**src/sv/eigenmode_trilinear_lookup_assert.svh**
```systemverilog
// assertion macros for the eigenmode trilinear lookup
// depends on nothing; included by the top level
`ifndef EIGENMODE_TRILINEAR_LOOKUP_ASSERT_SVH
`define EIGENMODE_TRILINEAR_LOOKUP_ASSERT_SVH

// same-cycle implication, held off during reset
`define ETL_ASSERT_NOW(label, clk, rst, cond, prop) \
  label: assert property (@(posedge clk) disable iff (rst) (cond) |-> (prop)) \
    else $error("eigenmode lookup check failed");

// next-cycle implication, held off during reset
`define ETL_ASSERT_NEXT(label, clk, rst, cond, prop) \
  label: assert property (@(posedge clk) disable iff (rst) (cond) |=> (prop)) \
    else $error("eigenmode lookup check failed");

`endif

```
**src/sv/etl_pkg.sv**
```systemverilog
// shared types and constants of the eigenmode trilinear lookup
// depends on nothing
package etl_pkg;

  localparam int K_W       = 13;
  localparam int ADDR_W    = 17;
  localparam int WORD_W    = 32;
  localparam int VEC_W     = 40;
  localparam int FRAC_W    = 16;
  localparam int SIDE_W    = 13;
  localparam int E_W       = 33;
  localparam int K2_W      = 26;
  localparam int DOT_W     = 46;
  localparam int NUM_W     = 58;
  localparam int DVD_W     = NUM_W + FRAC_W;
  localparam int DVS_W     = DOT_W;
  localparam int DIV_CNT_W = 7;
  localparam int PADDR_W   = 3;
  localparam int PDATA_W   = 32;

  localparam logic signed [WORD_W-1:0] ONE_Q28 = 32'sh1000_0000;
  localparam logic [SIDE_W-1:0] SIDE_RESET = 13'd64;

  localparam logic OPC_WRITE = 1'b0;
  localparam logic OPC_QUERY = 1'b1;

  // register index taken from paddr[2]
  localparam logic REG_MODE = 1'b0;
  localparam logic REG_SIDE = 1'b1;

  typedef enum logic [3:0] {
    OP_NONE, OP_WRITE, OP_LOAD, OP_PLAIN, OP_DIV_START, OP_DIV_END,
    OP_READ, OP_LERP, OP_MAC, OP_NUM, OP_FINISH
  } op_t;

  typedef enum logic [1:0] {
    DIV_FOLD, DIV_PLACE, DIV_FRAC, DIV_MODE
  } div_kind_t;

  typedef enum logic [3:0] {
    S_IDLE, S_PLAIN, S_DSTART, S_DWAIT, S_READ, S_RDRAIN, S_LERP, S_MAC,
    S_NUM, S_FINISH
  } state_t;

  typedef struct packed {
    op_t       op;
    div_kind_t kind;
    logic [1:0] axis;
    logic [1:0] comp;
    logic [2:0] step;
  } cmd_t;

  typedef struct packed {
    logic div_busy;
    logic out_free;
    logic mode;
  } status_t;

endpackage

```
**src/sv/etl_ctrl.sv**
```systemverilog
// controller state machine that sequences the lookup datapath
// depends on etl_pkg
module etl_ctrl (
  input  logic             clk,
  input  logic             rst,
  input  logic             in_valid,
  input  logic             in_opcode,
  output logic             in_ready,
  input  etl_pkg::status_t status,
  output etl_pkg::cmd_t    cmd
);
  import etl_pkg::*;

  state_t     state, state_next;
  div_kind_t  kind, kind_next;
  logic [1:0] axis, axis_next;
  logic [1:0] comp, comp_next;
  logic [2:0] step, step_next;

  // state and counters
  always_ff @(posedge clk) begin
    if (rst) begin
      state <= S_IDLE;
      kind  <= DIV_FOLD;
      axis  <= '0;
      comp  <= '0;
      step  <= '0;
    end else begin
      state <= state_next;
      kind  <= kind_next;
      axis  <= axis_next;
      comp  <= comp_next;
      step  <= step_next;
    end
  end

  // next state and commands
  always_comb begin
    state_next = state;
    kind_next  = kind;
    axis_next  = axis;
    comp_next  = comp;
    step_next  = step;
    in_ready   = 1'b0;
    cmd.op     = OP_NONE;
    cmd.kind   = kind;
    cmd.axis   = axis;
    cmd.comp   = comp;
    cmd.step   = step;
    unique case (state)
      S_IDLE: begin
        in_ready = 1'b1;
        if (in_valid) begin
          if (in_opcode == OPC_WRITE) begin
            cmd.op = OP_WRITE;
          end else begin
            cmd.op = OP_LOAD;
            kind_next = DIV_FOLD;
            axis_next = '0;
            state_next = status.mode ? S_DSTART : S_PLAIN;
          end
        end
      end
      S_PLAIN: begin
        cmd.op = OP_PLAIN;
        state_next = S_FINISH;
      end
      S_DSTART: begin
        cmd.op = OP_DIV_START;
        state_next = S_DWAIT;
      end
      S_DWAIT: begin
        if (!status.div_busy) begin
          cmd.op = OP_DIV_END;
          if (kind == DIV_MODE) begin
            if (axis == 2'd2) begin
              state_next = S_FINISH;
            end else begin
              axis_next = axis + 1'b1;
              state_next = S_NUM;
            end
          end else if (axis != 2'd2) begin
            axis_next = axis + 1'b1;
            state_next = S_DSTART;
          end else begin
            axis_next = '0;
            case (kind)
              DIV_FOLD:  begin kind_next = DIV_PLACE; state_next = S_DSTART; end
              DIV_PLACE: begin kind_next = DIV_FRAC;  state_next = S_DSTART; end
              default: begin
                step_next = '0;
                comp_next = '0;
                state_next = S_READ;
              end
            endcase
          end
        end
      end
      S_READ: begin
        cmd.op = OP_READ;
        step_next = step + 1'b1;
        if (step == 3'd7) begin
          state_next = S_RDRAIN;
        end
      end
      S_RDRAIN: begin
        step_next = '0;
        state_next = S_LERP;
      end
      S_LERP: begin
        cmd.op = OP_LERP;
        if (step == 3'd6) begin
          step_next = '0;
          if (comp == 2'd3) begin
            state_next = S_MAC;
          end else begin
            comp_next = comp + 1'b1;
            state_next = S_READ;
          end
        end else begin
          step_next = step + 1'b1;
        end
      end
      S_MAC: begin
        cmd.op = OP_MAC;
        if (step == 3'd5) begin
          axis_next = '0;
          state_next = S_NUM;
        end else begin
          step_next = step + 1'b1;
        end
      end
      S_NUM: begin
        cmd.op = OP_NUM;
        kind_next = DIV_MODE;
        state_next = S_DSTART;
      end
      S_FINISH: begin
        if (status.out_free) begin
          cmd.op = OP_FINISH;
          state_next = S_IDLE;
        end
      end
      default: begin
        state_next = S_IDLE;
      end
    endcase
  end
endmodule

```
**config.mk**
```make
export PLATFORM = sky130hd
export DESIGN_NAME = etl_ctrl
export DESIGN_NICKNAME = d
export VERILOG_FILES = /design/src/sv/eigenmode_trilinear_lookup_assert.svh /design/src/sv/etl_pkg.sv /design/src/sv/etl_ctrl.sv
export SDC_FILE = /design/constraint.sdc
export NUM_CORES = 1
export LEC_CHECK = 0
export ABC_AREA = 1
export BUFFER_PORTS_ARGS = -buffer_cell sky130_fd_sc_hd__buf_2
export CORE_ASPECT_RATIO = 0.75
export CORE_MARGIN = 2
export CORE_UTILIZATION = 40
export CTS_CLUSTER_SIZE = 14
export DETAILED_ROUTE_END_ITERATION = 16
export GPL_ROUTABILITY_DRIVEN = 0
export PLACE_DENSITY_LB_ADDON = 0.2
export SLEW_MARGIN = 20
export SYNTH_ARGS = -nofsm -noshare
export SYNTH_HDL_FRONTEND = slang
export SYNTH_SLANG_ARGS = --single-unit
```
**constraint.sdc**
```tcl
create_clock -name clk -period 2.3 [get_ports clk]
set_clock_uncertainty 0.2 [all_clocks]
set_input_delay 0 -clock clk [delete_from_list [all_inputs] [get_ports clk]]
set_output_delay 0 -clock clk [all_outputs]
set_load 0.05 [all_outputs]
```
==> impl_metrics.csv <==
group,metric,value,unit
run_status,status,"finished clean",
critical_path,worst_setup_path_start_kind,"flop",
sta,slew_violations,0,
final_layout,fin_area,1390,um2
sta,setup_violations,0,
global_route,grt.overflow.total,0,
worst_hold_path,hp-start,"status[0]",
drt,viasPerCell,4.87,
drt,ant_nets,0,
place,dp_hpwl,2.28,mm
place,place_ws,640,ps
cts,cts_buffers,3,
final_layout,seq_area,260,um2
yosys,ys_top_cells_by_area,"dfxtp_1, nand2_1, nor2_1",
sta,hold_viol_final,0,
yosys,ys_seq_area_share,22.3,%
critical_path,cp_common_cell,"nand2_2",
cts,clkSinkCount,13,
sta,fin_crit_sh,85.0,%
drt,vias,1238,
die,initial_utilization,43.4,%
power,powerDensity,1270,nW/um2
yosys,yosysUniqueCellTypes,27,
die,ios,21,
place,numPortBuffers,20,
cts,clk_pin_slew,60,ps
drt,routed_wl,2.88,mm
cts,clk_latency,250,ps
critical_path,cp_top_family,"simple AND/OR/NAND/NOR gates",
drt,post_drt_wl_per_cell,11.3,um
yosys,synth_warnings,0,
final_layout,layout-drive-gt1-share,22.5,%
cts,cts_tree,"done",
critical_path,reg2reg_slack,610,ps
worst_hold_path,hold_end,"state[0]$_SDFFE_PP0P_",
final_layout,fillCellCount,287,
global_route,grt_start_max_net_pins,9,
critical_path,crit_chain,"nand2_2, clkinv_2, nand2_2, or2_2, nand4_1, buf_2",
yosys,netlist_instances,191,
power,leakagePower,0.770,nW
final_layout,fin_cells,254,
critical_path,r2r-end,"step[1]$_SDFFE_PP0P_",
critical_path,required,2100,ps
cts,post_cts_buffers,0,
yosys,ys_ff_latch,13,
die,die_h,50.7,um
final_layout,diodes,0,
global_route,grt.total_usage,18.7,%
cts,cts-root-buf,"clkbuf_8",
job,drv_cap,0,
yosys,postSynthAreaPerCell,6.10,um2
critical_path,slowest_delay,450,ps
critical_path,critical_path_arrival,1750,ps
drt,dr.pass1.iters,4,
cts,htree_levels,1,
die,fp.coreArea,2680,um2
global_route,grt_pass1_wl,4.86,mm
sta,rsz0062_at_grt,"no",
final_layout,post-route-util,51.6,%
yosys,syn-num-nets,203,
sta,tightest_slew,379,ps
final_layout,syn_to_final_growth,18.9,%
global_route,grt_pass1_vias,1087,
yosys,yosysTopAreaCell,"dfxtp_1",
sta,fin_ws,346,ps
cts,cts_buffer_depth,2,
place,placedCellCount,247,
power,ir_worst_vdd,0.531,mV
final_layout,nets,231,
die,fp-row-count,16,
drt,drt_iter0_drc,61,
critical_path,setup.worst_path.class,"flop to output port",
critical_path,cp_num_buf_inv,2,
die,die-area,3360,um2
critical_path,crit_path_end_kind,"output port",
sta,slew_headroom,74.7,%
critical_path,r2r_cells,7,
yosys,synth_top_area_share,22.3,%
sta,tns,0,ps
final_layout,multi_input_area,813,um2
drt,drc,0,
sta,clock.fmax,512,MHz
die,die_w,66.3,um
sta,period_needed,1950,ps
place,dpl_cell_area,1310,um2
critical_path,r2r-start,"state[0]$_SDFFE_PP0P_",
yosys,synth_area,1160,um2
worst_hold_path,hold_depth,6,
worst_hold_path,hold_class,"input port to flop",
critical_path,cp_slowest_cell,"dfxtp_1",
global_route,antenna_found_initial,0,
critical_path,crit_fanout,7,
## final cells by class
cell class | instances | area share (%)
Sequential cell | 13 | 18.8
Inverter | 24 | 6.59
Tap cell | 36 | 3.25
Clock buffer | 4 | 3.25
Timing Repair Buffer | 23 | 9.39
Multi-Input combinational cell | 154 | 58.7
## Yosys cell counts
cell type / instances
clkinv_2: 1
nor2_4: 4
nand3b_1: 1
o21ai_2: 1
a21oi_1: 5
inv_1: 21
or2_2: 1
nand4_1: 2
inv_2: 2
dfxtp_1: 13
nand2_4: 3
o2111ai_1: 1
nand3_2: 2
nand2_1: 59
nor2_1: 32
o21ai_0: 4
nor2_2: 3
or2_0: 1
o211ai_1: 1
nand2_2: 5
ha_1: 5
o21ai_4: 1
a21oi_2: 1
nand3_1: 18
nor3_1: 2
nand4_2: 1
nor2_8: 1
## cells in the final DEF (no fill, tap or decap), types with 2 or more instances in the layout
master and instances:
buf_2 20, nor2_2 3, nand3_1 18, nand2_4 3, dlygate4sd3_1 3, inv_1 21, o21ai_0 4, clkbuf_8 3
dfxtp_1 13, nor3_1 2, ha_1 5, nand2_2 5, nand2_1 59, nand4_1 2, a21oi_1 5, nand3_2 2
nor2_4 4, nor2_1 32, inv_2 2
## state kept, by name, indices dropped and copies added, names as in the netlist
name / flops
comp: 2
state: 4
step: 3
axis: 2
kind: 2
## metal layers
| layer | part of all wire [%] | global-route usage [%] | up-vias | routed length [um] |
|---|---|---|---|---|
| li1 | - | - | 657 | - |
| met1 | 53 | 26.6 | 546 | 1520 |
| met2 | 40 | 28.0 | 33 | 1160 |
| met3 | 6.3 | 4.93 | 2 | 181 |
| met5 | 0 | 0 | - | 0 |
| met4 | 0.66 | 4.08 | 0 | 19 |
## worst reg2reg max path, cell delays in order (launching register included)
cell      delay, ps
dfxtp_1         450
nand2_2         140
clkinv_2        110
nand2_2         130
nand2_1         130
nand4_2         190
nor2_1          170
nor2_1           60
## metrics by stage
| stage | hold slack [ps] | total power [mW] |
|---|---|---|
| floorplan | -131 | 1.30 |
| global placement | 56.1 | 1.53 |
| detailed placement | 67.3 | 1.54 |
| CTS | 50.2 | 1.76 |
| global route | 89.7 | 1.91 |
| finish | 57.1 | 1.76 |
## logic make-up after synthesis
family / count (synthesis) / synth area share, %
buffers and inverters: 24 / 7.84
flip-flops: 13 / 22.3
AND/OR/NAND/NOR: 135 / 56.3
adder cells (fa/ha/maj): 5 / 5.37
AO/OA/AOI/OAI: 14 / 8.16
## how the worst max path moves through the flow
stage	slack (ps)	cells after the start	end	startpoint
finish	350	6	cmd[9]	state[0]$_SDFFE_PP0P_
global route	190	6	cmd[9]	state[1]$_SDFFE_PP0P_
CTS	370	6	cmd[9]	state[0]$_SDFFE_PP0P_
detailed placement	640	6	cmd[9]	state[0]$_SDFFE_PP0P_
global placement	670	7	state[1]$_SDFFE_PP0P_	state[1]$_SDFFE_PP0P_
floorplan	460	5	cmd[9]	state[1]$_SDFFE_PP0P_
## report_power, final
group / total [mW] / internal [mW] / switching, mW / leakage (nW)
logic: 1.16 / 0.308 / 0.856 / 0.642
registers: 0.389 / 0.296 / 0.0925 / 0.106
clock network: 0.212 / 0.123 / 0.0892 / 0.0228
total: 1.76 / 0.727 / 1.04 / 0.770
## repair_timing
action,4_1_cts,5_1_grt
hold buffers,3,0
gates resized for setup,0,0
endpoints found under the setup margin,0,0
hold endpoints to repair,6,0
Note: power is estimated with default switching activity, not from simulation.
